$ cat config.mk
export PLATFORM = sky130hd
export DESIGN_NAME = parachute_release_sequencer_flat
export DESIGN_NICKNAME = d
export VERILOG_FILES = /design/src/prs_pkg.sv /design/src/prs_req_if.sv /design/src/prs_rsp_if.sv /design/src/parachute_release_sequencer.sv /design/src/prs_regs.sv /design/src/prs_step.sv /design/src/flat_wrapper.sv
export VERILOG_INCLUDE_DIRS = /design/src /design/src/src
export SDC_FILE = /design/constraint.sdc
export NUM_CORES = 1
export LEC_CHECK = 0
export BUFFER_PORTS_ARGS = -buffer_cell sky130_fd_sc_hd__buf_2
export CAP_MARGIN = 0
export CORE_ASPECT_RATIO = 0.75
export CORE_MARGIN = 2
export CORE_UTILIZATION = 50
export CTS_CLUSTER_SIZE = 12
export DETAILED_ROUTE_END_ITERATION = 6
export GPL_ROUTABILITY_DRIVEN = 0
export PLACE_DENSITY = 0.69
export RECOVER_POWER = 25
export SYNTH_ARGS = -nofsm -noshare
export SYNTH_HDL_FRONTEND = slang
export SYNTH_HIERARCHICAL = 1
export SYNTH_SLANG_ARGS = --single-unit
$ cat constraint.sdc
create_clock -name clk -period 18.3 [get_ports clk]
set_input_delay 1.83 -clock clk [delete_from_list [all_inputs] [get_ports clk]]
set_output_delay 1.83 -clock clk [all_outputs]
set_load 0.02 [all_outputs]
$ cat src/parachute_release_sequencer_macros.svh
// Assertion macros shared by the sequencer RTL.
// Each macro expects signals named clk and rst in the scope of use.
`ifndef PARACHUTE_RELEASE_SEQUENCER_MACROS_SVH
`define PARACHUTE_RELEASE_SEQUENCER_MACROS_SVH

// Checks a consequent in the same cycle as its antecedent.
`define PRS_ASSERT_SAME(label, ante, cons, msg) \
  label: assert property (@(posedge clk) disable iff (rst) (ante) |-> (cons)) \
    else $error(msg);

// Checks a consequent in the cycle after its antecedent.
`define PRS_ASSERT_NEXT(label, ante, cons, msg) \
  label: assert property (@(posedge clk) disable iff (rst) (ante) |=> (cons)) \
    else $error(msg);

`endif

$ cat src/prs_pkg.sv
package prs_pkg;

  localparam int PADDR_W = 5;

  typedef enum logic {
    OP_UPDATE  = 1'b0,
    OP_COMMAND = 1'b1
  } opcode_e;

  typedef enum logic [1:0] {
    FS_DISARM = 2'd0,
    FS_ARM    = 2'd1,
    FS_KEEP   = 2'd2,
    FS_CLEAR  = 2'd3
  } failsafe_code_e;

  typedef enum logic [1:0] {
    SET_OFF  = 2'd0,
    SET_ON   = 2'd1,
    SET_KEEP = 2'd2
  } set_code_e;

  typedef enum logic [2:0] {
    REG_BLOCK_ENABLED      = 3'd0,
    REG_GIMBAL_DOWN_PWM    = 3'd1,
    REG_GIMBAL_UP_PWM      = 3'd2,
    REG_FAILSAFE_HEIGHT_M  = 3'd3,
    REG_RELEASE_DELAY_MS   = 3'd4,
    REG_TOGGLE_TRIES       = 3'd5,
    REG_TOGGLE_INTERVAL_MS = 3'd6
  } reg_idx_e;

  localparam logic signed [13:0] GIMBAL_SLEW      = 14'sd10;
  localparam logic [11:0]        RESET_GIMBAL_PWM = 12'd1500;
  localparam logic [21:0]        CM_PER_M         = 22'd100;

  typedef struct packed {
    logic        opcode;
    logic [31:0] now_ms;
    logic signed [31:0] altitude_cm;
    logic [1:0]  failsafe_code;
    logic        release_request;
    logic [1:0]  ignition_code;
    logic [1:0]  servo_code;
  } req_t;

  typedef struct packed {
    logic        ignition_live;
    logic        chute_open;
    logic [11:0] gimbal_pwm;
    logic        released;
    logic        release_pending;
  } rsp_t;

  typedef struct packed {
    logic        block_enabled;
    logic [10:0] gimbal_down_pwm;
    logic [10:0] gimbal_up_pwm;
    logic [14:0] failsafe_height_m;
    logic [15:0] release_delay_ms;
    logic [7:0]  toggle_tries;
    logic [14:0] toggle_interval_ms;
  } cfg_t;

  localparam cfg_t CFG_RESET = '{
    block_enabled:      1'b0,
    gimbal_down_pwm:    11'd1000,
    gimbal_up_pwm:      11'd2000,
    failsafe_height_m:  15'd100,
    release_delay_ms:   16'd2000,
    toggle_tries:       8'd3,
    toggle_interval_ms: 15'd1000
  };

  typedef struct packed {
    logic        failsafe_armed;
    logic        is_released;
    logic        is_pending;
    logic [31:0] release_start_ms;
    logic [31:0] last_toggle_ms;
    logic [7:0]  tries_left;
    logic        ignition_state;
    logic        servo_state;
    logic [11:0] gimbal_target_pwm;
    logic [11:0] gimbal_last_pwm;
    logic        gimbal_is_up;
  } state_t;

  localparam state_t STATE_RESET = '{
    failsafe_armed:    1'b0,
    is_released:       1'b0,
    is_pending:        1'b0,
    release_start_ms:  32'd0,
    last_toggle_ms:    32'd0,
    tries_left:        8'd0,
    ignition_state:    1'b0,
    servo_state:       1'b0,
    gimbal_target_pwm: RESET_GIMBAL_PWM,
    gimbal_last_pwm:   RESET_GIMBAL_PWM,
    gimbal_is_up:      1'b0
  };

endpackage

$ cat src/prs_req_if.sv
interface prs_req_if;
  import prs_pkg::*;

  logic valid;
  logic ready;
  req_t data;

  modport source (output valid, output data, input ready);
  modport sink (input valid, input data, output ready);
endinterface

$ cat src/prs_rsp_if.sv
interface prs_rsp_if;
  import prs_pkg::*;

  logic valid;
  logic ready;
  rsp_t data;

  modport source (output valid, output data, input ready);
  modport sink (input valid, input data, output ready);
endinterface

$ cat src/parachute_release_sequencer.sv
// Parachute release sequencer.
// Items enter on req (valid/ready) and each one yields exactly one result item
// on rsp, which reports ignition, chute servo, gimbal pulse width, released
// and pending as they stand after that item.
// An item is first held in an input register; once the result register is
// free or being taken, the sequencer state and the result register are
// updated from it, and the result is offered on rsp until rsp takes it.
// The state update is a single pass of short logic, so one item is accepted
// in every cycle for as long as rsp takes results.
// When rsp stalls, the result register holds its item, the input register
// holds the following one, and req.ready falls until rsp takes again.
// Settings are written through the APB port (register i at byte address 4*i,
// pready always high) and should only be changed while no item is in flight.
// Reset clears both pipeline registers, returns every setting to its default
// and puts the sequencer in the disarmed, closed, gimbal-down state with the
// gimbal pulse width at 1500.
`include "parachute_release_sequencer_macros.svh"

module parachute_release_sequencer (
  input  logic                        clk,
  input  logic                        rst,
  prs_req_if.sink                     req,
  prs_rsp_if.source                   rsp,
  input  logic                        psel,
  input  logic                        penable,
  input  logic                        pwrite,
  input  logic [prs_pkg::PADDR_W-1:0] paddr,
  input  logic [31:0]                 pwdata,
  output logic [31:0]                 prdata,
  output logic                        pready
);
  import prs_pkg::*;

  cfg_t   cfg;
  state_t state;
  state_t state_next;
  req_t   stage_q;
  logic   stage_vld;
  rsp_t   rsp_q;
  logic   rsp_vld;
  logic   advance;
  logic   fire;
  logic signed [13:0] slew_diff;

  prs_regs u_regs (
    .clk     (clk),
    .rst     (rst),
    .psel    (psel),
    .penable (penable),
    .pwrite  (pwrite),
    .paddr   (paddr),
    .pwdata  (pwdata),
    .prdata  (prdata),
    .pready  (pready),
    .cfg     (cfg)
  );

  prs_step u_step (
    .cfg        (cfg),
    .state      (state),
    .item       (stage_q),
    .state_next (state_next)
  );

  assign advance   = !rsp_vld || rsp.ready;
  assign fire      = stage_vld && advance;
  assign req.ready = !stage_vld || advance;
  assign rsp.valid = rsp_vld;
  assign rsp.data  = rsp_q;
  assign slew_diff = $signed({2'b00, state_next.gimbal_last_pwm})
                   - $signed({2'b00, state.gimbal_last_pwm});

  always_ff @(posedge clk) begin
    if (rst) begin
      stage_vld <= 1'b0;
      rsp_vld   <= 1'b0;
      state     <= STATE_RESET;
    end else begin
      if (req.ready) begin
        stage_vld <= req.valid;
      end
      if (fire) begin
        state   <= state_next;
        rsp_vld <= 1'b1;
      end else if (rsp.ready) begin
        rsp_vld <= 1'b0;
      end
    end
    if (req.ready) begin
      stage_q <= req.data;
    end
    if (fire) begin
      rsp_q.ignition_live   <= state_next.ignition_state;
      rsp_q.chute_open      <= state_next.servo_state;
      rsp_q.gimbal_pwm      <= state_next.gimbal_last_pwm;
      rsp_q.released        <= state_next.is_released;
      rsp_q.release_pending <= state_next.is_pending;
    end
  end

  `PRS_ASSERT_SAME(a_gimbal_slew, fire,
    (slew_diff <= GIMBAL_SLEW) && (slew_diff >= -GIMBAL_SLEW),
    "gimbal slewed by more than the limit")
  `PRS_ASSERT_NEXT(a_disabled_hold,
    fire && (opcode_e'(stage_q.opcode) == OP_UPDATE) && !cfg.block_enabled,
    $stable(state), "state changed on a disabled update")
  `PRS_ASSERT_NEXT(a_stage_hold, stage_vld && !advance,
    stage_vld && $stable(stage_q), "stalled input item was lost or changed")
  `PRS_ASSERT_NEXT(a_result_follows, fire,
    rsp_vld && (rsp_q.gimbal_pwm == state.gimbal_last_pwm),
    "result does not match the updated state")

endmodule

$ cat src/prs_regs.sv
module prs_regs (
  input  logic                          clk,
  input  logic                          rst,
  input  logic                          psel,
  input  logic                          penable,
  input  logic                          pwrite,
  input  logic [prs_pkg::PADDR_W-1:0]   paddr,
  input  logic [31:0]                   pwdata,
  output logic [31:0]                   prdata,
  output logic                          pready,
  output prs_pkg::cfg_t                 cfg
);
  import prs_pkg::*;

  reg_idx_e reg_idx;
  logic     wr_en;

  assign reg_idx = reg_idx_e'(paddr[PADDR_W-1:2]);
  assign wr_en   = psel && penable && pwrite;
  assign pready  = 1'b1;

  always_ff @(posedge clk) begin
    if (rst) begin
      cfg <= CFG_RESET;
    end else if (wr_en) begin
      unique case (reg_idx)
        REG_BLOCK_ENABLED:      cfg.block_enabled      <= pwdata[0];
        REG_GIMBAL_DOWN_PWM:    cfg.gimbal_down_pwm    <= pwdata[10:0];
        REG_GIMBAL_UP_PWM:      cfg.gimbal_up_pwm      <= pwdata[10:0];
        REG_FAILSAFE_HEIGHT_M:  cfg.failsafe_height_m  <= pwdata[14:0];
        REG_RELEASE_DELAY_MS:   cfg.release_delay_ms   <= pwdata[15:0];
        REG_TOGGLE_TRIES:       cfg.toggle_tries       <= pwdata[7:0];
        REG_TOGGLE_INTERVAL_MS: cfg.toggle_interval_ms <= pwdata[14:0];
        default: ;
      endcase
    end
  end

  always_comb begin
    unique case (reg_idx)
      REG_BLOCK_ENABLED:      prdata = {31'd0, cfg.block_enabled};
      REG_GIMBAL_DOWN_PWM:    prdata = {21'd0, cfg.gimbal_down_pwm};
      REG_GIMBAL_UP_PWM:      prdata = {21'd0, cfg.gimbal_up_pwm};
      REG_FAILSAFE_HEIGHT_M:  prdata = {17'd0, cfg.failsafe_height_m};
      REG_RELEASE_DELAY_MS:   prdata = {16'd0, cfg.release_delay_ms};
      REG_TOGGLE_TRIES:       prdata = {24'd0, cfg.toggle_tries};
      REG_TOGGLE_INTERVAL_MS: prdata = {17'd0, cfg.toggle_interval_ms};
      default:                prdata = 32'd0;
    endcase
  end

endmodule

$ cat src/prs_step.sv
module prs_step (
  input  prs_pkg::cfg_t   cfg,
  input  prs_pkg::state_t state,
  input  prs_pkg::req_t   item,
  output prs_pkg::state_t state_next
);
  import prs_pkg::*;

  state_t             s;
  logic [15:0]        since_start;
  logic [15:0]        since_toggle;
  logic [21:0]        floor_cm;
  logic signed [32:0] floor_ext;
  logic signed [32:0] alt_ext;
  logic signed [13:0] lo;
  logic signed [13:0] hi;
  logic signed [13:0] g;

  assign floor_cm  = 22'(cfg.failsafe_height_m) * CM_PER_M;
  assign floor_ext = $signed({11'd0, floor_cm});
  assign alt_ext   = $signed({item.altitude_cm[31], item.altitude_cm});

  always_comb begin
    s            = state;
    since_start  = 16'd0;
    since_toggle = 16'd0;
    lo           = 14'sd0;
    hi           = 14'sd0;
    g            = 14'sd0;
    if (opcode_e'(item.opcode) == OP_COMMAND) begin
      case (failsafe_code_e'(item.failsafe_code))
        FS_CLEAR: begin
          s.is_released      = 1'b0;
          s.is_pending       = 1'b0;
          s.release_start_ms = 32'd0;
          s.tries_left       = 8'd0;
        end
        FS_DISARM: s.failsafe_armed = 1'b0;
        FS_ARM:    s.failsafe_armed = 1'b1;
        default: ;
      endcase
      if (item.release_request) begin
        s.tries_left       = cfg.toggle_tries;
        s.release_start_ms = item.now_ms;
        s.is_pending       = 1'b1;
      end
      case (set_code_e'(item.ignition_code))
        SET_OFF: s.ignition_state = 1'b0;
        SET_ON:  s.ignition_state = 1'b1;
        default: ;
      endcase
      case (set_code_e'(item.servo_code))
        SET_OFF: s.servo_state = 1'b0;
        SET_ON:  s.servo_state = 1'b1;
        default: ;
      endcase
    end else if (cfg.block_enabled) begin
      if (!s.is_released && !s.is_pending && s.failsafe_armed && (floor_ext > alt_ext)) begin
        s.tries_left       = cfg.toggle_tries;
        s.release_start_ms = item.now_ms;
        s.is_pending       = 1'b1;
      end
      if (s.is_pending) begin
        s.ignition_state    = 1'b0;
        s.gimbal_is_up      = 1'b1;
        s.gimbal_target_pwm = {1'b0, cfg.gimbal_up_pwm};
        since_start         = 16'(item.now_ms - s.release_start_ms);
        if (since_start > cfg.release_delay_ms) begin
          s.is_released    = 1'b1;
          s.is_pending     = 1'b0;
          s.last_toggle_ms = item.now_ms;
        end
      end
      if (s.is_released) begin
        since_toggle = 16'(item.now_ms - s.last_toggle_ms);
        if (s.tries_left != 8'd0) begin
          if (!since_toggle[15] && (since_toggle >= {1'b0, cfg.toggle_interval_ms})) begin
            if (s.servo_state) begin
              s.servo_state = 1'b0;
              s.tries_left  = s.tries_left - 8'd1;
            end else begin
              s.servo_state = 1'b1;
            end
            s.last_toggle_ms = item.now_ms;
          end
        end else begin
          s.servo_state = 1'b1;
        end
      end
      lo = $signed({2'b00, s.gimbal_last_pwm}) - GIMBAL_SLEW;
      hi = $signed({2'b00, s.gimbal_last_pwm}) + GIMBAL_SLEW;
      g  = $signed({2'b00, s.gimbal_target_pwm});
      if (g < lo) begin
        g = lo;
      end
      if (g > hi) begin
        g = hi;
      end
      s.gimbal_last_pwm   = g[11:0];
      s.gimbal_target_pwm = s.gimbal_is_up ? {1'b0, cfg.gimbal_up_pwm}
                                           : {1'b0, cfg.gimbal_down_pwm};
    end
    state_next = s;
  end

endmodule
$ cat src/flat_wrapper.sv
// flat-port wrapper written by rule: the top's interface ports become plain ports
module parachute_release_sequencer_flat import prs_pkg::*;
  (clk, rst, psel, penable, pwrite, paddr, pwdata, prdata, pready, req_valid, req_data, req_ready, rsp_valid, rsp_data, rsp_ready);
  prs_req_if req_i ();
  prs_rsp_if rsp_i ();
  input  logic clk;
  input  logic rst;
  input  logic psel;
  input  logic penable;
  input  logic pwrite;
  input  logic [prs_pkg::PADDR_W-1:0] paddr;
  input  logic [31:0] pwdata;
  output logic [31:0] prdata;
  output logic pready;
  input wire logic [$bits(req_i.valid)-1:0] req_valid;
  input wire logic [$bits(req_i.data)-1:0] req_data;
  output wire logic [$bits(req_i.ready)-1:0] req_ready;
  output wire logic [$bits(rsp_i.valid)-1:0] rsp_valid;
  output wire logic [$bits(rsp_i.data)-1:0] rsp_data;
  input wire logic [$bits(rsp_i.ready)-1:0] rsp_ready;
  assign req_i.valid = req_valid;
  assign req_i.data = req_data;
  assign req_ready = req_i.ready;
  assign rsp_valid = rsp_i.valid;
  assign rsp_data = rsp_i.data;
  assign rsp_i.ready = rsp_ready;
  parachute_release_sequencer u_core (.clk(clk), .rst(rst), .req(req_i), .rsp(rsp_i), .psel(psel), .penable(penable), .pwrite(pwrite), .paddr(paddr), .pwdata(pwdata), .prdata(prdata), .pready(pready));
endmodule
==> impl_metrics.ini <==
[run_status]
outcome = finished, violations left
violations = max-capacitance violations, max-slew violations

[setup_path]
r2r_slack_ns = 1.35
worstSetupStartpointType = flip-flop
crit_arrival_ns = 17.27
worstPathMaxFanout = 20
critPathKind = reg2reg
cpPeakStageDelay_ns = 0.64
end_kind = flip-flop
worstPathRequired_ns = 18.62
slowest_stage = nor4_1

[clock_network]
cts.repair.resized = 0
clockBufferDepth = 3
clock_sinks = 221
h-tree-depth = 1
clk_pin_slew_ns = 0.06
ctsRootBufferMaster = clkbuf_16
cts_setup_buffers = 0
cts_buffers = 25
holdBufCountCts = 0
worst_skew_pair.late_latency_ns = 0.56
cts_tree = done

[route]
drt_first_iter_violations = 906
via_per_inst = 5.589
routedWlPerCell_um = 17.54
totalWireLength_mm = 40.56
vias = 12930
drc = 0
postRouteAntennaNets = 0
drt_pass1_iterations = 6

[grt]
groute.usage.overall = 0.2317
antenna_found_initial = 0
grt_max_degree = 127
grt_overflow_total = 0
grt_pass1_vias = 12370
grt_pass1_wl_mm = 65.52

[synthesis]
synth_cells = 1806
avgSynthCellArea_um2 = 9.187
netlist_area_um2 = 16590
ys_warn_count = 6

[floorplanning]
die-height_um = 161.8
num_rows = 57
io_pins = 167
fp.dieW_um = 214.3
start_util = 0.5102
fp.dieArea_um2 = 34670
core_area_um2 = 32520

[sta]
drv_slew = 153
slew_headroom = -1.716
finalClockSkew_ns = 0.01687
finalCritPeriodShare = 0.9264
finalSetupTns_ns = 0
timing.fmax_mhz = 58.98
worstMarginPinSlew_ns = 4.075
rsz0062_at_grt = false
finalCriticalPeriod_ns = 16.95
setup_viol = 0
final_hold_viol_count = 0

[power_and_ir_drop]
powerDensity_nw_per_um2 = 66.68
p_leak_nw = 7.888
vdd_ir_drop_max_v = 0.00007189

[layout]
fin_area_um2 = 17890
diodes = 0
nFillCells = 2968
nets = 2131
final_layout_size_suffix_gt1_frac = 0.1208
area_growth_pct = 7.820

[placement]
io_buffers = 115
hpwlAfterDp_mm = 29.99
dpl_cell_area_um2 = 17160

[worst_hold_path]
hold_class = reg2reg

[run]
cap_violations = 2
[final cells by class]
class                   instances  area (um^2)  share of cell area
multi-input cells            1347        10270              0.5739
flip-flops and latches        221         5145              0.2876
clock buffers                  37        700.7             0.03917
repair buffers                131        686.9             0.03840
well taps                     442        553.0             0.03091
inverters                     129        484.2             0.02707
clock inverters                 6        52.55            0.002937
[path summary, 6_finish.rpt]
check	startpoint	end	depth (start not counted)
hold reg to reg	u_core/state[24]	u_core/state[24]	2
setup reg to reg	u_core/u_regs/cfg[40]	u_core/state[32]	73
setup / recovery	u_core/u_regs/cfg[40]	u_core/state[32]	73
hold / removal	u_core/state[24]	u_core/state[24]	2
[cell usage in the layout (no fill, tap or decap), types with 18 or more instances in the layout]
cell,instances
o21ai_0,77
nand3_1,26
mux2_2,27
o21a_1,24
edfxtp_1,72
a21oi_1,83
inv_1,129
ha_1,150
buf_2,111
nor2b_1,20
dfxtp_1,149
mux2i_1,197
nand2b_1,187
a21o_1,18
xor2_1,22
nand2_1,80
nor2_1,126
xnor2_1,51
clkbuf_16,25
[per-stage QoR]
step	utilization	cells	total power [mW]	setup WS [ns]	hold WS, ns
2_1_floorplan	-	1821	0.6780	2.854	0.4475
3_3_place_gp	0.5277	2270	0.7171	1.931	0.4681
3_5_place_dp	0.5277	2270	0.7233	1.643	0.4799
4_1_cts	0.5509	2313	1.203	1.597	0.4885
5_1_grt	0.5501	2313	1.247	0.2986	0.5115
6_report	0.5501	2313	1.193	1.346	0.4813
[per-layer routing]
layer,global-route usage,up-vias,part of all wire
li1,-,6367,-
met5,0,-,0
met3,0.03783,51,0.065
met1,0.3354,6131,0.48
met4,0.05177,0,0.018
met2,0.3630,378,0.44
[report_power, final]
group	internal [mW]	switching (mW)
sequential	0.518	0.0106
combinational	0.0785	0.109
clock	0.266	0.211
[worst max-delay path, delay by kind of cell (launching register included)]
kind	cells	cell delay, ns
buffers and inverters	4	0.92
AOI/OAI and AO/OA	26	4.96
adders and majority gates	14	4.42
and+or+nand+nor	21	4.34
xor gates and xnor gates	4	0.47
DFF	1	0.49
muxes	4	1.07
[sequential cells by signal, indices dropped and copies added (netlist names)]
register,cells
u_core/u_regs/cfg,77
u_core/stage_q,56
u_core/state,70
u_core/stage_vld,1
u_core/rsp.data,16
u_core/rsp.valid,1
No activity file was read; power rests on OpenSTA's default activity.
